### config.mk
export PLATFORM = sky130hd
export DESIGN_NAME = gknv_div
export DESIGN_NICKNAME = d
export VERILOG_FILES = /design/src/design/grid_k_nearest_valid_vertex_core_macros.svh /design/src/design/gknv_pkg.sv /design/src/design/gknv_div.sv
export SDC_FILE = /design/constraint.sdc
export NUM_CORES = 1
export LEC_CHECK = 0
export BUFFER_PORTS_ARGS = -buffer_cell sky130_fd_sc_hd__buf_2
export CAP_MARGIN = 10
export CELL_PAD_IN_SITES_DETAIL_PLACEMENT = 0
export CELL_PAD_IN_SITES_GLOBAL_PLACEMENT = 2
export CORE_MARGIN = 1.5
export CORE_UTILIZATION = 33
export CTS_CLUSTER_SIZE = 10
export DETAILED_ROUTE_END_ITERATION = 7
export GPL_ROUTABILITY_DRIVEN = 0
export GPL_TIMING_DRIVEN = 0
export PLACE_DENSITY = 0.79
export SYNTH_ARGS = -nofsm -noshare
export SYNTH_HDL_FRONTEND = slang
export SYNTH_SLANG_ARGS = --single-unit
### constraint.sdc
create_clock -name clk -period 7.1 [get_ports clk]
set_input_delay 1.42 -clock clk [delete_from_list [all_inputs] [get_ports clk]]
set_output_delay 1.42 -clock clk [all_outputs]
set_load 0.02 [all_outputs]
### src/design/grid_k_nearest_valid_vertex_core_macros.svh
// Assertion helpers for the grid nearest-vertex search block.
`ifndef GRID_K_NEAREST_VALID_VERTEX_CORE_MACROS_SVH
`define GRID_K_NEAREST_VALID_VERTEX_CORE_MACROS_SVH
`ifndef SYNTH
// Same-cycle implication, held off during reset.
`define GKNV_ASSERT_IMP(name, clk, rst_n, ante, cons) \
    name: assert property (@(posedge clk) disable iff (!rst_n) (ante) |-> (cons)) \
        else $error("gknv same-cycle check failed");
// Next-cycle implication, held off during reset.
`define GKNV_ASSERT_NXT(name, clk, rst_n, ante, cons) \
    name: assert property (@(posedge clk) disable iff (!rst_n) (ante) |=> (cons)) \
        else $error("gknv next-cycle check failed");
`else
`define GKNV_ASSERT_IMP(name, clk, rst_n, ante, cons)
`define GKNV_ASSERT_NXT(name, clk, rst_n, ante, cons)
`endif
`endif

### src/design/gknv_pkg.sv
package gknv_pkg;

    // Sizes of the stores and of the fixed fields.
    localparam int MAX_VERTICES = 4096;
    localparam int MAX_K        = 16;
    localparam int VTX_W        = 12;
    localparam int K_W          = 5;
    localparam int LIST_IDX_W   = 4;
    localparam int D2_W         = 26;
    localparam int DIST_W       = 21;
    localparam int DIM_W        = 13;
    localparam int GS_W         = 7;
    localparam int COORD_W      = 15;
    localparam int CFG_IDX_W    = 2;

    // Register indexes.
    localparam logic [CFG_IDX_W-1:0] REG_GRID_SPACING = 2'd0;
    localparam logic [CFG_IDX_W-1:0] REG_IMAGE_WIDTH  = 2'd1;
    localparam logic [CFG_IDX_W-1:0] REG_IMAGE_HEIGHT = 2'd2;

    // Register reset values.
    localparam logic [GS_W-1:0]  GS_RESET     = 7'd15;
    localparam logic [DIM_W-1:0] WIDTH_RESET  = 13'd640;
    localparam logic [DIM_W-1:0] HEIGHT_RESET = 13'd480;

    // Commands.
    localparam logic CMD_WRITE = 1'b0;
    localparam logic CMD_QUERY = 1'b1;

    // Result status codes.
    localparam logic [1:0] STATUS_OK    = 2'd0;
    localparam logic [1:0] STATUS_SHORT = 2'd1;
    localparam logic [1:0] STATUS_NONE  = 2'd2;

    // Setup divisions, in the order the sequencer runs them.
    localparam logic [2:0] DIV_COLS = 3'd0;
    localparam logic [2:0] DIV_ROWS = 3'd1;
    localparam logic [2:0] DIV_CX   = 3'd2;
    localparam logic [2:0] DIV_CY   = 3'd3;
    localparam logic [2:0] DIV_CAP  = 3'd4;

    typedef struct packed {
        logic             cmd;
        logic [11:0]      vertex_index;
        logic             valid_flag;
        logic [11:0]      query_x;
        logic [11:0]      query_y;
        logic [K_W-1:0]   k_wanted;
    } req_t;

    typedef struct packed {
        logic [VTX_W-1:0]  found_index;
        logic [DIST_W-1:0] distance;
        logic [1:0]        status;
        logic              last;
    } rsp_t;

    typedef enum logic [3:0] {
        ST_CLEAR,
        ST_IDLE,
        ST_DIV_GO,
        ST_DIV_WAIT,
        ST_RING,
        ST_ADDR,
        ST_SQ,
        ST_INS,
        ST_RING_END,
        ST_SQRT_GO,
        ST_SQRT_WAIT,
        ST_EMIT
    } state_t;

endpackage

### src/design/gknv_div.sv
// Restoring divider, one quotient bit per cycle.
module gknv_div (
    input  logic                          clk,
    input  logic                          rst_n,
    input  logic                          start,
    input  logic [gknv_pkg::DIM_W-1:0]    dividend,
    input  logic [gknv_pkg::DIM_W-1:0]    divisor,
    output logic                          done,
    output logic [gknv_pkg::DIM_W-1:0]    quotient
);

    localparam int CNT_W = $clog2(gknv_pkg::DIM_W + 1);

    logic                        busy_reg;
    logic [CNT_W-1:0]            cnt_reg;
    logic [gknv_pkg::DIM_W-1:0]  rem_reg;
    logic [gknv_pkg::DIM_W-1:0]  quo_reg;
    logic [gknv_pkg::DIM_W-1:0]  dsr_reg;
    logic [gknv_pkg::DIM_W:0]    rem_sh;
    logic                        q_bit;

    // Shift in the next dividend bit and try the subtraction.
    always_comb
    begin
        rem_sh = {rem_reg, quo_reg[gknv_pkg::DIM_W-1]};
        q_bit  = (rem_sh >= {1'b0, dsr_reg});
    end

    assign done     = busy_reg && (cnt_reg == '0);
    assign quotient = quo_reg;

    // Iteration control.
    always_ff @(posedge clk or negedge rst_n)
    begin
        if (!rst_n)
        begin
            busy_reg <= 1'b0;
            cnt_reg  <= '0;
        end
        else if (start)
        begin
            busy_reg <= 1'b1;
            cnt_reg  <= CNT_W'(gknv_pkg::DIM_W);
        end
        else if (done)
        begin
            busy_reg <= 1'b0;
        end
        else if (busy_reg)
        begin
            cnt_reg <= cnt_reg - 1'b1;
        end
    end

    // Partial remainder and quotient.
    always_ff @(posedge clk)
    begin
        if (start)
        begin
            rem_reg <= '0;
            quo_reg <= dividend;
            dsr_reg <= divisor;
        end
        else if (busy_reg && (cnt_reg != '0))
        begin
            if (q_bit)
            begin
                rem_reg <= gknv_pkg::DIM_W'(rem_sh - {1'b0, dsr_reg});
            end
            else
            begin
                rem_reg <= rem_sh[gknv_pkg::DIM_W-1:0];
            end
            quo_reg <= {quo_reg[gknv_pkg::DIM_W-2:0], q_bit};
        end
    end

endmodule

==> impl_metrics.py, run 1 <==
metrics = {
    "drt": {
        "postRouteAntennaNets": 0,
        "vias": 1855,
        "wl_um": 5450,
        "viasPerCell": 4.82,
        "drt_iter0_drc": 59,
        "drc": 0,
        "firstDrtPassIters": 4,
        "wire_per_inst_um": 14.2,
    },
    "worst_setup_path": {
        "cpPeakStageDelay_ns": 0.44,
        "rrSetupSlack_ns": 4.36,
        "crit_slowest_cell": "buf_1",
        "crit_start": "start",
        "crit_type": "in -> reg",
        "crit_fanout": 14,
        "worstPathArrival_ns": 2.94,
        "required_ns": 7.17,
        "path_cells": "buf_2 > clkbuf_1 > buf_1 > mux2_2",
        "r2r_start": "quotient[12]$_DFFE_PP_",
        "startpoint_type": "primary input",
        "cp-end-kind": "register",
    },
    "sta": {
        "fmax_mhz": 349,
        "fin_tns_setup_ns": 0,
        "max-slew-margin-rel_pct": 46.0,
        "finalSetupViolations": 0,
        "finalHoldViolCount": 0,
        "clock_skew_ns": 0.0141,
        "period_needed_ns": 2.87,
        "worst_slew_pin_slew_ns": 0.809,
        "drv_slew": 0,
        "grt_setup_unrepaired": "no",
        "fin_crit_sh_pct": 40.4,
    },
    "yosys": {
        "synth_top_family_by_area": "compound AO/OA/AOI/OAI gates",
        "synth_edf_count": 26,
        "synth_top_area_share_pct": 30.8,
        "synth_xor_xnor_area_share_pct": 3.45,
        "syn_area_sq_um": 2540,
        "synthMuxAreaShare_pct": 8.53,
        "synthFlopType": "edfxtp_1",
        "yosysWarningCount": 0,
        "synth_compound_area_share_pct": 15.6,
        "ys_ff_latch": 44,
        "synth.largest_area_cell": "edfxtp_1",
        "ys_async_sr_fraction_pct": 11.4,
        "yosysSeqAreaShare_pct": 45.9,
        "synth_cell_types": 51,
        "synth.net_count": 281,
        "yosysMostFrequentCell": "edfxtp_1",
        "yosys-top-cells-area": "edfxtp_1 31%, dfxtp_1 10%, ha_1 7.4%, mux2_2 5.8%, dfrtp_1 4.9%",
        "synthAdderAreaFrac_pct": 8.18,
        "synth_cells": 236,
        "ys_top_cells_by_count": "26 x edfxtp_1, 22 x nor2_1, 18 x inv_1, 15 x ha_1",
        "syn_avg_cell_area_sq_um": 10.8,
        "synth_simple_gate_area_share_pct": 13.1,
    },
    "run_status": {
        "status": "finished, final reports clean",
    },
    "floorplan": {
        "die_h_um": 90.7,
        "coreArea_sq_um": 7330,
        "rows": 31,
        "initial_utilization_pct": 34.6,
        "die_x_um": 90.7,
        "io_pins": 43,
        "die_area_sq_um": 8230,
    },
    "power": {
        "p_sw_share_pct": 38.0,
        "p_switching_uw": 416,
        "internal-power_uw": 680,
        "seqPwrFrac_pct": 33.9,
        "p_clk_share_pct": 18.6,
        "p_comb_share_pct": 47.5,
        "p_per_area_nw_per_um2": 367,
        "leakagePower_nw": 1.31,
        "ir_worst_vdd_mv": 0.119,
    },
    "clock_network": {
        "cts_max_path_buffers": 2,
        "cts-resized-gates": 0,
        "cts.sinks": 44,
        "htree_levels": 2,
        "insertion_delay_ns": 0.31,
        "tritoncts": "done",
        "root_buffer": "clkbuf_8",
        "clk_pin_slew_ns": 0.10,
        "numCtsBuffers": 5,
        "ctsHoldBuffers": 0,
        "post_cts_buffers": 0,
    },
    "placement": {
        "io_buffers": 42,
        "hpwlAfterDp_um": 4100,
        "numPlacedInstances": 377,
    },
    "hold_path": {
        "min_from": "rem_reg[2]$_SDFFE_PP0P_",
        "hold_path_class": "reg -> reg",
    },
    "grt": {
        "grt_max_degree": 16,
        "antenna_found_initial": 0,
        "grt_pass1_vias": 1821,
        "overflow": 0,
        "grt_pass1_wl_um": 9050,
        "grtUsageTotal_pct": 14.1,
    },
    "cells_and_area": {
        "final_nets": 330,
        "syn_to_final_growth_pct": 17.7,
        "drive_gt1_share_pct": 25.9,
        "antenna_cells": 0,
        "fin_cells": 385,
        "fin_util_pct": 40.8,
    },
    "job": {
        "cap_violations": 0,
    },
}
-- power by group through the flow --
stage	logic, mW	clock network (mW)	registers [mW]
after detailed placement	0.526	0	0.378
after floorplan	0.405	0	0.377
after global placement	0.521	0	0.377
after CTS	0.527	0.209	0.373
final	0.521	0.204	0.372
after global routing	0.582	0.219	0.378
-- logic make-up (layout without fill, tap and decap cells) --
family / count (synthesis) / in the layout
AO/OA/AOI/OAI: 58 / 58
XOR/XNOR: 10 / 10
adder cells (fa/ha/maj): 16 / 16
buffers and inverters: 28 / 78
flip-flops: 44 / 44
multiplexers: 20 / 20
AND/OR/NAND/NOR: 60 / 60
-- area by class of cell --
| type | instances | area (sq um) |
|---|---|---|
| Buffer | 10 | 63.8 |
| Clock buffer | 5 | 68.8 |
| Clock inverter | 3 | 46.3 |
| Fill cell | 729 | 4340 |
| Inverter | 18 | 67.6 |
| Multi-Input combinational cell | 164 | 1240 |
| Sequential cell | 44 | 1170 |
| Tap cell | 99 | 124 |
| Timing Repair Buffer | 42 | 210 |
-- layer usage --
metal	GRT usage [%]	routed length [um]	vias up
li1	-	-	963
met1	18.5	2650	863
met2	22.9	2580	21
met3	2.86	126	8
met4	5.16	82	0
met5	0	0	-
-- path summary, 6_finish.rpt --
check | endpoint | depth (start not counted)
max in group asynchronous | cnt_reg[1]$_DFFE_PN0P_ | 1
hold reg to reg | rem_reg[2]$_SDFFE_PP0P_ | 2
setup reg to reg | rem_reg[8]$_SDFFE_PP0P_ | 10
setup / recovery | quotient[2]$_DFFE_PP_ | 4
hold / removal | rem_reg[2]$_SDFFE_PP0P_ | 2
min in group asynchronous | cnt_reg[2]$_DFFE_PN0P_ | 1
-- stage by stage --
| stage | hold slack (ns) | worst slack [ns] | power [mW] | area [sq um] |
|---|---|---|---|---|
| final | 0.529 | 4.23 | 1.10 | 2990 |
| after global routing | 0.548 | 4.04 | 1.18 | 2990 |
| after CTS | 0.532 | 4.16 | 1.11 | 2990 |
| after detailed placement | 0.518 | 3.82 | 0.903 | 2870 |
| after global placement | 0.510 | 3.84 | 0.898 | 2870 |
| after floorplan | 0.476 | 4.47 | 0.782 | 2540 |
-- critical path: cells and delay by family --
kind,cells,cell delay [ns]
buffers and inverters,3,1.11
muxes,1,0.40
-- cells in the final DEF (no fill, tap or decap), drive strengths merged, types with 5 or more instances in the layout --
cell type,Yosys,final
buf,4,46
ha,15,15
o21ai,8,8
clkbuf,6,11
mux2,13,13
a211oi,11,11
dfxtp,13,13
o211ai,5,5
inv,18,19
nor2,22,22
a21o,6,6
xnor2,6,6
edfxtp,26,26
dfrtp,5,5
mux2i,7,7
nand2,10,10
a21oi,10,10
Power figures use the tool's default switching activity.
==> run 2, diff against run 1 <==
--- a/config.mk
+++ b/config.mk
@@ -10,12 +10,12 @@
 export CELL_PAD_IN_SITES_DETAIL_PLACEMENT = 0
 export CELL_PAD_IN_SITES_GLOBAL_PLACEMENT = 2
 export CORE_MARGIN = 1.5
-export CORE_UTILIZATION = 33
+export CORE_UTILIZATION = 32
 export CTS_CLUSTER_SIZE = 10
 export DETAILED_ROUTE_END_ITERATION = 7
 export GPL_ROUTABILITY_DRIVEN = 0
 export GPL_TIMING_DRIVEN = 0
-export PLACE_DENSITY = 0.79
+export PLACE_DENSITY = 0.8
 export SYNTH_ARGS = -nofsm -noshare
 export SYNTH_HDL_FRONTEND = slang
 export SYNTH_SLANG_ARGS = --single-unit
==> constraint.sdc (replaced) <==
create_clock -name clk -period 2.38 [get_ports clk]
set_input_delay 0.476 -clock clk [delete_from_list [all_inputs] [get_ports clk]]
set_output_delay 0.476 -clock clk [all_outputs]
set_load 0.02 [all_outputs]
==> impl_metrics.py, run 2 (synthesized netlist as in run 1, its figures left out) <==
metrics = {
    "run_status": {
        "status": "finished, final reports clean",
    },
    "worst_setup_path": {
        "rr_worst_depth": 12,
        "crit_fanout": 3,
        "startpoint_type": "register",
        "r2r_start": "quotient[12]$_DFFE_PP_",
        "crit_type": "reg -> reg",
        "worstPathArrival_ns": 2.57,
        "required_ns": 2.57,
        "cp-end-kind": "register",
        "r2r_end": "rem_reg[12]$_SDFFE_PP0P_",
        "rrSetupSlack_ns": 0.0006,
    },
    "drt": {
        "drc": 0,
        "wire_per_inst_um": 14.5,
        "drt_iter0_drc": 59,
        "firstDrtPassIters": 4,
        "vias": 1941,
        "wl_um": 5770,
        "postRouteAntennaNets": 0,
        "viasPerCell": 4.89,
    },
    "cells_and_area": {
        "drive_gt1_share_pct": 33.9,
        "final_nets": 339,
        "antenna_cells": 0,
        "final_area_sq_um": 3200,
        "final_cell_mix": "43 x buf_2, 26 x edfxtp_1, 21 x nor2_1, 16 x inv_1",
        "num-fill-cells": 785,
        "fin_cells": 397,
        "fin_util_pct": 41.6,
        "syn_to_final_growth_pct": 26.1,
        "layout_commonest_cell": "buf_2",
    },
    "sta": {
        "grt_setup_unrepaired": "yes",
        "clock_skew_ns": 0.0159,
        "drv_slew": 0,
        "finalSetupViolations": 0,
        "worst_slew_pin_slew_ns": 0.567,
        "period_needed_ns": 2.38,
        "finalHoldViolCount": 0,
        "fin_crit_sh_pct": 100,
        "worst_slack_ns": 0.000620,
        "max-slew-margin-rel_pct": 62.2,
        "fmax_mhz": 420,
    },
    "clock_network": {
        "numCtsBuffers": 5,
        "clk_pin_slew_ns": 0.10,
        "cts_max_path_buffers": 2,
        "root_buffer": "clkbuf_8",
        "cts.sinks": 44,
        "insertion_delay_ns": 0.31,
        "htree_levels": 2,
        "tritoncts": "done",
    },
    "grt": {
        "grt_max_degree": 15,
        "overflow": 0,
        "grt_pass1_wl_um": 8950,
        "grtUsageTotal_pct": 13.8,
        "grt_pass1_vias": 1847,
        "antenna_found_initial": 0,
    },
    "floorplan": {
        "die_area_sq_um": 8480,
        "initial_utilization_pct": 33.0,
        "die_h_um": 92.1,
        "rows": 32,
        "die_x_um": 92.1,
        "coreArea_sq_um": 7690,
        "io_pins": 43,
    },
    "power": {
        "ir_worst_vdd_mv": 0.385,
        "leakagePower_nw": 1.40,
        "finalPower_mw": 3.70,
        "p_per_area_nw_per_um2": 1160,
    },
    "hold_path": {
        "min_from": "divisor[9]",
        "whs_endpoint": "dsr_reg[9]$_DFFE_PP_",
        "worstHoldPathCells": 1,
        "hold_path_class": "in -> reg",
    },
    "placement": {
        "numPlacedInstances": 380,
        "hpwlAfterDp_um": 4070,
        "pre_cts_ws_ns": -0.162,
        "dpl_cell_area_sq_um": 2890,
        "io_buffers": 42,
    },
    "job": {
        "cap_violations": 0,
    },
}
[run 2: cell types whose count changed in the layout (fill, tap and decap cells not counted), sizes merged]
cell / before / now
buf: 46 / 54
bufinv: 1 / 3
clkinvlp: 1 / 0
dlygate4sd3: 0 / 1
inv: 19 / 18
[run 2: layout make-up]
type | count | area (sq um) | area share [%]
Buffer | 9 | 53.8 | 1.68
Sequential cell | 44 | 1170 | 36.4
Multi-Input combinational cell | 164 | 1330 | 41.5
Clock inverter | 3 | 90.1 | 2.81
Clock buffer | 5 | 68.8 | 2.15
Tap cell | 102 | 128 | 3.99
Timing Repair Buffer | 52 | 299 | 9.34
Inverter | 18 | 67.6 | 2.11
[run 2: power breakdown]
part,internal [mW],switching [mW]
sequential,0.979,0.127
clock,0.525,0.281
combinational,0.870,0.918
[run 2: timing repair]
| action | in CTS | in global routing |
|---|---|---|
| hold endpoints to repair | 5 | 0 |
| cloned | 0 | 0 |
| hold buffers | 1 | 0 |
| resized for setup | 7 | 16 |
| pin swaps | 15 | 13 |
| setup buffers | 8 | 1 |
| endpoints found under the setup margin | 23 | 27 |
[run 2: how the worst max path moves through the flow]
| stage | endpoint | slack (ns) | from |
|---|---|---|---|
| after global placement | quotient[2]$_DFFE_PP_ | -0.18 | cnt_reg[0]$_DFFE_PN0P_ |
| after global routing | rem_reg[12]$_SDFFE_PP0P_ | -0.12 | quotient[12]$_DFFE_PP_ |
| final | rem_reg[12]$_SDFFE_PP0P_ | 0.0006 | quotient[12]$_DFFE_PP_ |
| after floorplan | quotient[0]$_DFFE_PP_ | -0.11 | quotient[12]$_DFFE_PP_ |
| after CTS | quotient[0]$_DFFE_PP_ | -0.11 | quotient[12]$_DFFE_PP_ |
| after detailed placement | quotient[0]$_DFFE_PP_ | -0.16 | cnt_reg[0]$_DFFE_PN0P_ |
[run 2: routing by layer]
layer | track usage, % | share of wire, %
met3 | 3.65 | 3.1
met1 | 17.7 | 48
met2 | 22.7 | 48
met5 | 0 | 0
met4 | 3.85 | 1.0
[run 2: stage by stage]
step                      hold slack [ns]  TNS (ns)
after floorplan                     0.180    -0.109
after global placement              0.297     -2.84
after detailed placement            0.299     -3.06
after CTS                           0.326    -0.330
after global routing                0.313    -0.539
final                               0.329         0
[run 2: critical path: stages (launching register included)]
cell,delay [ns]
edfxtp_1,0.41
inv_2,0.10
ha_4,0.15
inv_2,0.04
fa_2,0.35
buf_6,0.13
a21o_1,0.18
a221oi_4,0.28
buf_6,0.16
o211ai_1,0.08
o211ai_1,0.11
xor2_1,0.18
a31oi_1,0.09
