<file path="src/design/grid_k_nearest_valid_vertex_core_macros.svh">
// Assertion helpers for the grid nearest-vertex search block.
`ifndef GRID_K_NEAREST_VALID_VERTEX_CORE_MACROS_SVH
`define GRID_K_NEAREST_VALID_VERTEX_CORE_MACROS_SVH
`ifndef SYNTH
// Same-cycle implication, held off during reset.
`define GKNV_ASSERT_IMP(name, clk, rst_n, ante, cons) \
    name: assert property (@(posedge clk) disable iff (!rst_n) (ante) |-> (cons)) \
        else $error("gknv same-cycle check failed");
// Next-cycle implication, held off during reset.
`define GKNV_ASSERT_NXT(name, clk, rst_n, ante, cons) \
    name: assert property (@(posedge clk) disable iff (!rst_n) (ante) |=> (cons)) \
        else $error("gknv next-cycle check failed");
`else
`define GKNV_ASSERT_IMP(name, clk, rst_n, ante, cons)
`define GKNV_ASSERT_NXT(name, clk, rst_n, ante, cons)
`endif
`endif

</file>
<file path="src/design/gknv_pkg.sv">
package gknv_pkg;

    // Sizes of the stores and of the fixed fields.
    localparam int MAX_VERTICES = 4096;
    localparam int MAX_K        = 16;
    localparam int VTX_W        = 12;
    localparam int K_W          = 5;
    localparam int LIST_IDX_W   = 4;
    localparam int D2_W         = 26;
    localparam int DIST_W       = 21;
    localparam int DIM_W        = 13;
    localparam int GS_W         = 7;
    localparam int COORD_W      = 15;
    localparam int CFG_IDX_W    = 2;

    // Register indexes.
    localparam logic [CFG_IDX_W-1:0] REG_GRID_SPACING = 2'd0;
    localparam logic [CFG_IDX_W-1:0] REG_IMAGE_WIDTH  = 2'd1;
    localparam logic [CFG_IDX_W-1:0] REG_IMAGE_HEIGHT = 2'd2;

    // Register reset values.
    localparam logic [GS_W-1:0]  GS_RESET     = 7'd15;
    localparam logic [DIM_W-1:0] WIDTH_RESET  = 13'd640;
    localparam logic [DIM_W-1:0] HEIGHT_RESET = 13'd480;

    // Commands.
    localparam logic CMD_WRITE = 1'b0;
    localparam logic CMD_QUERY = 1'b1;

    // Result status codes.
    localparam logic [1:0] STATUS_OK    = 2'd0;
    localparam logic [1:0] STATUS_SHORT = 2'd1;
    localparam logic [1:0] STATUS_NONE  = 2'd2;

    // Setup divisions, in the order the sequencer runs them.
    localparam logic [2:0] DIV_COLS = 3'd0;
    localparam logic [2:0] DIV_ROWS = 3'd1;
    localparam logic [2:0] DIV_CX   = 3'd2;
    localparam logic [2:0] DIV_CY   = 3'd3;
    localparam logic [2:0] DIV_CAP  = 3'd4;

    typedef struct packed {
        logic             cmd;
        logic [11:0]      vertex_index;
        logic             valid_flag;
        logic [11:0]      query_x;
        logic [11:0]      query_y;
        logic [K_W-1:0]   k_wanted;
    } req_t;

    typedef struct packed {
        logic [VTX_W-1:0]  found_index;
        logic [DIST_W-1:0] distance;
        logic [1:0]        status;
        logic              last;
    } rsp_t;

    typedef enum logic [3:0] {
        ST_CLEAR,
        ST_IDLE,
        ST_DIV_GO,
        ST_DIV_WAIT,
        ST_RING,
        ST_ADDR,
        ST_SQ,
        ST_INS,
        ST_RING_END,
        ST_SQRT_GO,
        ST_SQRT_WAIT,
        ST_EMIT
    } state_t;

endpackage

</file>
<file path="src/design/gknv_sqrt.sv">
// Digit-by-digit square root of (radicand << 16), one root bit per cycle.
module gknv_sqrt (
    input  logic                          clk,
    input  logic                          rst_n,
    input  logic                          start,
    input  logic [gknv_pkg::D2_W-1:0]     radicand,
    output logic                          done,
    output logic [gknv_pkg::DIST_W-1:0]   root
);

    localparam int N_W   = 2 * gknv_pkg::DIST_W;
    localparam int REM_W = gknv_pkg::DIST_W + 3;
    localparam int CNT_W = $clog2(gknv_pkg::DIST_W + 1);

    logic                          busy_reg;
    logic [CNT_W-1:0]              cnt_reg;
    logic [N_W-1:0]                n_reg;
    logic [REM_W-1:0]              rem_reg;
    logic [gknv_pkg::DIST_W-1:0]   root_reg;
    logic [REM_W+1:0]              rem_sh;
    logic [REM_W+1:0]              trial;
    logic                          fits;

    // Bring down the next bit pair and test root*4+1 against it.
    always_comb
    begin
        rem_sh = {rem_reg, n_reg[N_W-1 -: 2]};
        trial  = (REM_W+2)'({root_reg, 2'b01});
        fits   = (rem_sh >= trial);
    end

    assign done = busy_reg && (cnt_reg == '0);
    assign root = root_reg;

    // Iteration control.
    always_ff @(posedge clk or negedge rst_n)
    begin
        if (!rst_n)
        begin
            busy_reg <= 1'b0;
            cnt_reg  <= '0;
        end
        else if (start)
        begin
            busy_reg <= 1'b1;
            cnt_reg  <= CNT_W'(gknv_pkg::DIST_W);
        end
        else if (done)
        begin
            busy_reg <= 1'b0;
        end
        else if (busy_reg)
        begin
            cnt_reg <= cnt_reg - 1'b1;
        end
    end

    // Remainder and root.
    always_ff @(posedge clk)
    begin
        if (start)
        begin
            n_reg    <= N_W'({radicand, 16'd0});
            rem_reg  <= '0;
            root_reg <= '0;
        end
        else if (busy_reg && (cnt_reg != '0))
        begin
            n_reg <= {n_reg[N_W-3:0], 2'b00};
            if (fits)
            begin
                rem_reg  <= REM_W'(rem_sh - trial);
                root_reg <= {root_reg[gknv_pkg::DIST_W-2:0], 1'b1};
            end
            else
            begin
                rem_reg  <= REM_W'(rem_sh);
                root_reg <= {root_reg[gknv_pkg::DIST_W-2:0], 1'b0};
            end
        end
    end

endmodule
</file>
<file path="config.mk">
export PLATFORM = sky130hd
export DESIGN_NAME = gknv_sqrt
export DESIGN_NICKNAME = d
export VERILOG_FILES = /design/src/design/grid_k_nearest_valid_vertex_core_macros.svh /design/src/design/gknv_pkg.sv /design/src/design/gknv_sqrt.sv
export SDC_FILE = /design/constraint.sdc
export NUM_CORES = 1
export LEC_CHECK = 0
export ABC_AREA = 1
export BUFFER_PORTS_ARGS = -buffer_cell sky130_fd_sc_hd__buf_2
export CAP_MARGIN = 20
export CORE_MARGIN = 8
export CORE_UTILIZATION = 60
export CTS_CLUSTER_DIAMETER = 30
export DETAILED_ROUTE_END_ITERATION = 7
export PLACE_DENSITY = 0.89
export REMOVE_ABC_BUFFERS = 1
export SLEW_MARGIN = 20
export SYNTH_ARGS = -nofsm -noshare
export SYNTH_HDL_FRONTEND = slang
export SYNTH_SLANG_ARGS = --single-unit
export TNS_END_PERCENT = 30
</file>
<file path="constraint.sdc">
create_clock -name clk -period 2.7 [get_ports clk]
set_input_delay 0.675 -clock clk [delete_from_list [all_inputs] [get_ports clk]]
set_output_delay 0.675 -clock clk [all_outputs]
set_load 0.05 [all_outputs]
</file>
==> results of run 1 <==
[logic make-up after synthesis]
group / Yosys count
fa+ha+maj: 25
buf+inv: 153
compound gates: 58
xor+xnor: 9
simple gates: 423
flops: 77
[synth_stat cells, types with 2 or more instances]
master    number
nand2_1      290
buf_2          5
nor3_1         2
o21bai_1       2
inv_2          2
nand3_1       64
dfxtp_1       45
nor2_4         2
nand2_2        5
nor2_2         5
buf_6          3
inv_1        128
clkbuf_1       9
xnor2_1        8
o21ai_1        4
edfxtp_1      26
nand4_1        8
a21oi_2        3
o22ai_1       21
ha_1          25
clkinv_1       3
dfrtp_1        6
nor2_1        30
buf_1          2
nor4_1         2
nand3b_1      11
o21ai_0       12
a21oi_1       16
[worst paths after layout]
check | from | to | cells past startpoint
setup / recovery | root[11]$_SDFFE_PP0P_ | rem_reg[22]$_SDFFE_PP0P_ | 15
hold / removal | rst_n | cnt_reg[2]$_DFFE_PN0P_ | 1
setup reg to reg | root[11]$_SDFFE_PP0P_ | rem_reg[22]$_SDFFE_PP0P_ | 15
hold reg to reg | rem_reg[13]$_SDFFE_PP0P_ | rem_reg[13]$_SDFFE_PP0P_ | 2
max in group asynchronous | rst_n | cnt_reg[4]$_DFFE_PN0P_ | 1
min in group clk | rem_reg[13]$_SDFFE_PP0P_ | rem_reg[13]$_SDFFE_PP0P_ | 2
[worst reg2reg max path, cell delays in order, from the launching register on]
cell and delay [ns]:
dfxtp_1 0.34, inv_1 0.08, ha_1 0.38, nand2_1 0.15
inv_1 0.07, nand2_1 0.06, nand2_1 0.09, nand2_1 0.09
a21oi_2 0.07, nor2_4 0.30, buf_4 0.28, nand3_1 0.09
nand2_1 0.07, clkinv_1 0.06, nand2_1 0.06, nand2_1 0.04
[final cells by class]
cell class	instances	area, µm²
fillers	727	2660
multi-input cells	515	2520
flip-flops and latches	77	1830
inverters	133	499
repair buffers	57	303
clock buffers	10	138
well taps	105	131
clock inverters	6	43.8
[metal layers]
| layer | routed length (µm) | part of all wire | GRT usage |
|---|---|---|---|
| met2 | 5480 | 0.44 | 0.357 |
| met3 | 945 | 0.076 | 0.0480 |
| met1 | 5690 | 0.46 | 0.299 |
| met5 | 0 | 0 | 0 |
| met4 | 303 | 0.024 | 0.0925 |
[power by group]
part / internal, mW / switching (mW) / total [mW] / leakage [nW]
combinational: 1.33 / 2.57 / 3.90 / 2.16
clock: 0.367 / 0.474 / 0.840 / 0.0951
sequential: 1.42 / 0.134 / 1.55 / 0.723
total: 3.11 / 3.18 / 6.29 / 2.97
[stage by stage]
step                hold slack, ns  total power [mW]
global route                 0.115              6.91
global placement             0.461              5.30
CTS                          0.119              6.22
finish                       0.121              6.29
floorplan                    0.379              4.50
detailed placement           0.467              5.38
==> reports/metrics.csv, run 1 <==
stage,metric,value,unit
sta,timing.fmax,427,MHz
global_routing,grt_overflow,0,
yosys,synthFlopType,dfxtp_1,
place,routabilityCongestion,0.988,
global_routing,grt_pass1_wl,21.3,mm
finish,final_cell_area,5470,µm²
yosys,synthAdderAreaFrac,0.0630,
finish,largest_register_ffs,26,
worst_setup_path,worst_path_max_delay_cell,ha_1,
place,placed_cells,887,
sta,finalCriticalPeriod,2.34,ns
worst_setup_path,r2r_slack,0.36,ns
clock_network,cts_resized,0,
pwr,p_leak,2.97,nW
sta,fin_ws,0.360,ns
run_status,run_status,finished clean,
global_routing,grt_pass1_vias,4688,
finish,area_delta_synth_final,10.2,%
sta,worstMarginPinSlew,0.769,ns
sta,rsz0062_at_grt,false,
die,core_region_area,8130,µm²
die,start_util,0.610,
worst_setup_path,cp_num_buf_inv,4,
clock_network,root_buffer,clkbuf_8,
finish,drive_gt1_frac,0.117,
worst_setup_path,path_class,reg2reg,
yosys,async_flop_share,0.0779,
place,dpl_worst_slack,0.422,ns
pwr,power_density,1150,nW/µm²
finish,num_antenna_cells,0,
sta,setup_violations,0,
worst_setup_path,timing.critical_path.required,2.95,ns
sta,period_share,0.866,
yosys,synth_cell_type_count,34,
routing,vias,4735,
clock_network,worstSkewPairLatency,0.36,ns
clock_network,cts_hold_buffers,0,
yosys,syn_inst,745,
worst_setup_path,critPathMaxStageDelay,0.38,ns
sta,fin_skew,0.0155,ns
worst_setup_path,crit_top_cell,nand2_1,
sta,fin_setup_tns,0,ns
worst_setup_path,cp_cell_sequence,inv_1 -> ha_1 -> nand2_1 -> inv_1 -> nand2_1 -> nand2_1 -> nand2_1 -> a21oi_2 -> nor2_4 -> buf_4 -> nand3_1 -> nand2_1 -> clkinv_1 -> nand2_1 -> nand2_1,
clock_network,clockBufferDepth,2,
yosys,synth_top_family_by_area,simple AND/OR/NAND/NOR gates,
routing,post_drt_via_cell_ratio,5.24,
yosys,synth.area.mux_share,0,
yosys,seq_area_frac_synth,0.369,
yosys,synthesis.area,4960,µm²
sta,max-slew-margin-rel,0.487,
yosys,synth_xor_area_frac,0.0159,
finish,final_nets,847,
routing,totalWireLength,12.4,mm
worst_setup_path,crit_path_max_fanout,12,
global_routing,antenna_found_initial,0,
clock_network,htree_levels,3,
die,die_y,107,µm
clock_network,clock_sinks,77,
yosys,ys_ff_latch,77,
finish,fin_util,0.673,
global_routing,grt_util_all_layers,0.228,
place,portBuffers,50,
run,drv_cap,0,
routing,avgRoutedWirePerCell,13.8,µm
die,rows,33,
clock_network,post_cts_buffers,0,
routing,dr.first_iter.drc_count,300,
yosys,synth-warning-count,0,
finish,final_cell_mix,"nand2_1, inv_1, nand3_1",
global_routing,grt_max_degree,38,
yosys,synth_area_leaders,"nand2_1, dfxtp_1, edfxtp_1",
sta,maxSlewViolCount,0,
sta,hold_viol_final,0,
finish,layout_commonest_cell,nand2_1,
clock_network,numCtsBuffers,9,
yosys,synth.avg_cell_area,6.66,µm²
die,floorplan.io_pins,51,
routing,dr.pass1.iters,5,
routing,drt_drc_violations_left,0,
worst_setup_path,end_kind,register,
worst_setup_path,cp_top_family,simple AND/OR/NAND/NOR gates,
hold_path,hp-class,in2async,
yosys,yosysTopAreaCell,nand2_1,
worst_setup_path,start_kind,register,
place,post-dp-hpwl,9.47,mm
clock_network,cts_tree,done,
yosys,yosysTopAreaCellShare,0.219,
yosys,synth_compound_area_frac,0.0671,
finish,final_cells,903,
place,placed_cell_area,5290,µm²
worst_setup_path,arrival,2.59,ns
routing,drtAntennaViolNets,0,
clock_network,clkSlewWorstSetupHoldPaths,0.09,ns
yosys,yosys.area_share.simple,0.363,
die,die_x,107,µm
pwr,vdd_drop_max,0.000456,V
yosys,synth_edf_count,26,
die,die_area,11400,µm²
(Power assumes the default switching activity.)
==> run 2, diff against run 1 <==
- BUFFER_PORTS_ARGS: -buffer_cell sky130_fd_sc_hd__buf_2 -> default
- CORE_UTILIZATION: 60 -> 64
- CTS_CLUSTER_SIZE: default -> 30
- DONT_BUFFER_PORTS: default -> 1
- PLACE_DENSITY: 0.89 -> 0.88
==> reports/metrics.csv, run 2 (synthesized netlist as in run 1, its figures left out) <==
stage,metric,value,unit
sta,timing.fmax,428,MHz
worst_setup_path,r2r_slack,0.36,ns
global_routing,antenna_found_initial,1,
clock_network,root_buffer,clkbuf_8,
worst_setup_path,reg2reg_depth,12,
hold_path,worstHoldPathCells,2,
sta,worstMarginPinSlew,0.863,ns
place,routabilityCongestion,0.966,
worst_setup_path,end_kind,register,
die,core_region_area,7610,µm²
worst_setup_path,crit_start,root[7]$_SDFFE_PP0P_,
finish,area_delta_synth_final,9.71,%
routing,drtAntennaViolNets,0,
global_routing,grt_util_all_layers,0.231,
finish,drive_gt1_frac,0.0867,
worst_setup_path,start_kind,register,
die,die_x,104,µm
routing,totalWireLength,12.6,mm
run,drv_cap,0,
run_status,run_status,"complete, but fails checks",
clock_network,clock_sinks,77,
sta,max-slew-margin-rel,0.424,
finish,num_antenna_cells,0,
clock_network,htree_levels,3,
place,placed_cells,857,
finish,final_cell_area,5440,µm²
die,rows,32,
worst_setup_path,r2r-end,rem_reg[15]$_SDFFE_PP0P_,
hold_path,hp-class,in2reg,
sta,fin_setup_tns,0,ns
worst_setup_path,arrival,2.55,ns
die,start_util,0.652,
finish,final_cell_mix,"nand2_1, inv_1, nand3_1",
worst_setup_path,r2r_start,root[7]$_SDFFE_PP0P_,
die,die_y,104,µm
pwr,power.total,6.39,mW
routing,dr.first_iter.drc_count,347,
die,die_area,10800,µm²
worst_setup_path,endpoint,rem_reg[15]$_SDFFE_PP0P_,
die,floorplan.io_pins,51,
global_routing,grt_overflow,0,
sta,setup_violations,0,
worst_setup_path,crit_path_max_fanout,22,
finish,final_cells,875,
clock_network,post_cts_buffers,0,
routing,vias,4791,
place,portBuffers,0,
clock_network,cts_tree,done,
finish,final_nets,822,
sta,fin_skew,0.0185,ns
routing,post_drt_via_cell_ratio,5.48,
sta,hold_viol_final,0,
place,dpl_worst_slack,0.427,ns
clock_network,numCtsBuffers,9,
pwr,power_density,1170,nW/µm²
finish,largest_register_ffs,26,
pwr,vdd_drop_max,0.000580,V
place,placed_cell_area,5220,µm²
global_routing,grt_pass1_vias,4535,
clock_network,clockBufferDepth,2,
sta,rsz0062_at_grt,false,
clock_network,clkSlewWorstSetupHoldPaths,0.10,ns
routing,drt_drc_violations_left,1,
sta,finalCriticalPeriod,2.34,ns
finish,fin_util,0.716,
run_status,violations,DRC,
global_routing,grt_max_degree,32,
worst_setup_path,timing.critical_path.required,2.91,ns
sta,hold_ws,0.433,ns
global_routing,grt_pass1_wl,20.9,mm
sta,maxSlewViolCount,0,
routing,avgRoutedWirePerCell,14.4,µm
pwr,p_leak,2.89,nW
sta,fin_ws,0.362,ns
clock_network,worstSkewPairLatency,0.36,ns
routing,dr.pass1.iters,8,
worst_setup_path,path_class,reg2reg,
finish,layout_commonest_cell,nand2_1,
sta,period_share,0.866,
place,post-dp-hpwl,9.43,mm
-- run 2: cell count changes in the layout (fill, tap and decap cells not counted), sizes merged --
cell	change
clkinvlp	+1
clkbuf	-1
inv	+1
dlygate4sd3	+2
bufinv	+1
clkinv	-2
buf	-27
-- run 2: per-layer routing --
| metal | vias up | routed length, µm | track usage |
|---|---|---|---|
| li1 | 2377 | - | - |
| met1 | 2193 | 5410 | 0.284 |
| met3 | 24 | 1170 | 0.0607 |
| met4 | 2 | 238 | 0.0817 |
| met2 | 195 | 5800 | 0.381 |
| met5 | - | 9 | 0 |
-- run 2: how the worst min path moves through the flow --
| stage | start | to | slack [ns] |
|---|---|---|---|
| after global placement | rst_n | cnt_reg[4]$_DFFE_PN0P_ | 0.38 |
| final | start | cnt_reg[4]$_DFFE_PN0P_ | 0.43 |
| after detailed placement | rst_n | cnt_reg[4]$_DFFE_PN0P_ | 0.38 |
| after CTS | rst_n | busy_reg$_DFFE_PN0P_ | 0.004 |
| after floorplan | rst_n | busy_reg$_DFFE_PN0P_ | 0.38 |
| after global routing | start | cnt_reg[4]$_DFFE_PN0P_ | 0.42 |
-- run 2: timing repair --
| action | in CTS | in global routing |
|---|---|---|
| hold buffers | 1 | 1 |
| resized for setup | 0 | 0 |
| hold endpoints to repair | 5 | 1 |
-- run 2: critical path: stages (launching register included) --
cell and delay [ns]:
dfxtp_1 0.34, inv_1 0.09, ha_1 0.40, nand2_1 0.11, nand2_1 0.09, inv_1 0.07, nand2_1 0.08, nand3b_1 0.26
nand2_2 0.15, buf_4 0.31, nand3_1 0.12, nand3_1 0.10, o21ai_0 0.09
-- run 2: power by group --
group	switching [mW]	internal [mW]	total, mW
sequential	0.133	1.42	1.55
clock	0.499	0.443	0.941
combinational	2.56	1.34	3.90
-- run 2: cell type report --
type	count	area, µm²
Fill cell	656	2160
Clock inverter	7	80.1
Timing Repair Buffer	32	258
Clock buffer	9	124
Tap cell	102	128
Multi-Input combinational cell	515	2520
Sequential cell	77	1830
Inverter	133	499
==> run 3, diff against run 2 <==
--- a/config.mk
+++ b/config.mk
@@ -7,3 +7,2 @@
 export LEC_CHECK = 0
-export ABC_AREA = 1
 export CAP_MARGIN = 20
--- a/constraint.sdc
+++ b/constraint.sdc
@@ -3,2 +3,2 @@
 set_output_delay 0.675 -clock clk [all_outputs]
-set_load 0.05 [all_outputs]
+set_load 0.02 [all_outputs]
==> reports/metrics.csv, run 3 <==
stage,metric,value,unit
routing,avgRoutedWirePerCell,17.3,µm
global_routing,grt_pass1_wl,16.2,mm
finish,drive_gt1_frac,0.194,
global_routing,antenna_found_initial,0,
yosys,syn_inst,483,
clock_network,root_buffer,clkbuf_8,
sta,timing.fmax,367,MHz
pwr,power_density,1150,nW/µm²
pwr,pwr-share-seq,0.271,
hold_path,hp-class,in2reg,
run_status,run_status,"complete, but fails checks",
sta,period_share,1.01,
die,rows,30,
place,routabilityCongestion,0.901,
sta,setup_violations,1,
clock_network,cts_tree,done,
yosys,seq_area_frac_synth,0.418,
finish,multiInputGateArea,2450,µm²
place,placed_cell_area,4650,µm²
worst_setup_path,start_kind,register,
finish,num_antenna_cells,0,
finish,final_nets,558,
sta,fin_skew,0.00722,ns
place,post-dp-hpwl,6.91,mm
sta,worstMarginPinSlew,0.521,ns
pwr,p_leak,1.97,nW
sta,rsz0062_at_grt,true,
die,core_region_area,6720,µm²
finish,nFillCells,467,
finish,final_cells,589,
worst_setup_path,crit_path_max_fanout,5,
routing,vias,3662,
pwr,p_sw,2.38,mW
run_status,violations,setup timing,
sta,fin_ws,-0.0258,ns
run,drv_cap,0,
pwr,power_frac_comb,0.579,
routing,dr.pass1.iters,5,
finish,layout_commonest_cell,nand2_1,
clock_network,worstSkewPairLatency,0.35,ns
yosys,ys_ff_latch,77,
die,start_util,0.653,
clock_network,htree_levels,3,
global_routing,grt_util_all_layers,0.200,
yosys,synthFlopType,dfxtp_1,
yosys,synth_edf_count,26,
worst_setup_path,arrival,3.00,ns
yosys,async_flop_share,0.0779,
yosys,yosysTopAreaCell,dfxtp_1,
finish,area_delta_synth_final,13.6,%
pwr,vdd_drop_max,0.000528,V
clock_network,numCtsBuffers,9,
die,die_y,98.8,µm
routing,post_drt_via_cell_ratio,6.22,
global_routing,grt_pass1_vias,3462,
pwr,swShare,0.414,
routing,drtAntennaViolNets,0,
routing,dr.first_iter.drc_count,247,
clock_network,clkSlewWorstSetupHoldPaths,0.08,ns
finish,seqCellArea,1830,µm²
yosys,synth_cell_type_count,59,
pwr,p_int,3.37,mW
worst_setup_path,path_class,reg2reg,
sta,hold_viol_final,0,
pwr,clock_power_share,0.150,
sta,finalCriticalPeriod,2.73,ns
place,portBuffers,0,
worst_setup_path,timing.critical_path.required,2.97,ns
yosys,synth_area_leaders,"dfxtp_1, edfxtp_1, ha_1",
clock_network,clock_sinks,77,
yosys,synthesis.area,4380,µm²
die,die_x,98.8,µm
finish,final_cell_mix,"nand2_1, dfxtp_1, a21oi_1",
clock_network,clockBufferDepth,2,
sta,maxSlewViolCount,0,
global_routing,grt_max_degree,82,
die,floorplan.io_pins,51,
finish,largest_register_ffs,26,
routing,drt_drc_violations_left,0,
yosys,synth-warning-count,0,
worst_setup_path,end_kind,register,
finish,fin_util,0.741,
routing,totalWireLength,10.2,mm
yosys,synth.avg_cell_area,9.08,µm²
yosys,synth_most_common_cell,nand2_1,
sta,max-slew-margin-rel,0.650,
die,die_area,9750,µm²
yosys,yosysTopAreaCellShare,0.205,
yosys,yosys-top-cells-count,"nand2_1, dfxtp_1, a21oi_1, nor2_1, inv_1",
pwr,power.total,5.75,mW
finish,final_cell_area,4980,µm²
sta,fin_setup_tns,-0.0258,ns
global_routing,grt_overflow,0,
place,placed_cells,570,
[run 3: what timing repair did]
| item | 4_1_cts | 5_1_grt |
|---|---|---|
| gates resized for setup | 1 | 22 |
| hold endpoints to repair | 0 | 6 |
| hold buffers | 0 | 1 |
| setup endpoints to repair | 6 | 18 |
| buffers inserted | 0 | 2 |
| gates cloned | 0 | 0 |
| pin swaps | 0 | 5 |
[run 3: cells by family (layout without fill, tap and decap cells)]
kind of cell,Yosys count,in the layout,synth area share
AO/OA/AOI/OAI,118,118,0.178
flip-flops,77,77,0.418
buffers and inverters,56,82,0.0519
adder cells (fa/ha/maj),25,25,0.0713
AND/OR/NAND/NOR,159,159,0.169
multiplexers,28,28,0.0719
XOR/XNOR,20,20,0.0400
[run 3: layer usage]
layer,global-route usage,vias to the layer above,share of wire
met5,0,-,0
met3,0.0705,32,0.096
li1,-,1760,-
met4,0.0897,0,0.029
met2,0.320,178,0.48
met1,0.236,1692,0.40
[run 3: final cells by class]
| type | instances | area share |
|---|---|---|
| multi-input combinational | 350 | 0.491 |
| clock buffer | 10 | 0.0256 |
| clock inverter | 6 | 0.0128 |
| inverter | 31 | 0.0234 |
| tap | 80 | 0.0201 |
| sequential | 77 | 0.368 |
| timing repair buffer | 35 | 0.0590 |
[run 3: path summary, 6_finish.rpt]
kind | startpoint | end | slack, ns | cells past startpoint
min in group asynchronous | rst_n | cnt_reg[4]$_DFFE_PN0P_ | 0.64 | 1
worst max-delay path | root[5]$_SDFFE_PP0P_ | rem_reg[22]$_SDFFE_PP0P_ | -0.03 | 10
max in group asynchronous | rst_n | cnt_reg[1]$_DFFE_PN0P_ | 1.83 | 1
worst min-delay path | start | root[14]$_SDFFE_PP0P_ | 0.40 | 1
worst min register to register | rem_reg[0]$_SDFFE_PP0P_ | rem_reg[0]$_SDFFE_PP0P_ | 0.49 | 2
worst max register to register | root[5]$_SDFFE_PP0P_ | rem_reg[22]$_SDFFE_PP0P_ | -0.03 | 10
[run 3: power groups by stage]
stage | clock network, mW | registers [mW] | logic [mW]
global placement | 0 | 1.56 | 2.77
floorplan | 0 | 1.55 | 2.22
detailed placement | 0 | 1.57 | 2.88
CTS | 0.870 | 1.55 | 2.92
finish | 0.860 | 1.56 | 3.33
global route | 0.910 | 1.58 | 3.58
[run 3: worst max-delay path: stages, from the launching register on]
cell	delay (ns)
dfxtp_1	0.34
inv_1	0.05
ha_1	0.36
a21o_1	0.21
nor3_1	0.42
a211oi_2	0.18
o21ai_1	0.24
a311oi_2	0.14
o21ai_0	0.17
or3b_1	0.36
a211oi_1	0.19
[run 3: stage by stage]
step / setup WS, ns / hold WS (ns)
2_1_floorplan: -0.716 / 0.379
3_3_place_gp: 0.106 / 0.380
3_5_place_dp: -0.0372 / 0.380
4_1_cts: 0.0252 / 0.00152
5_1_grt: -0.147 / 0.383
6_report: -0.0258 / 0.396
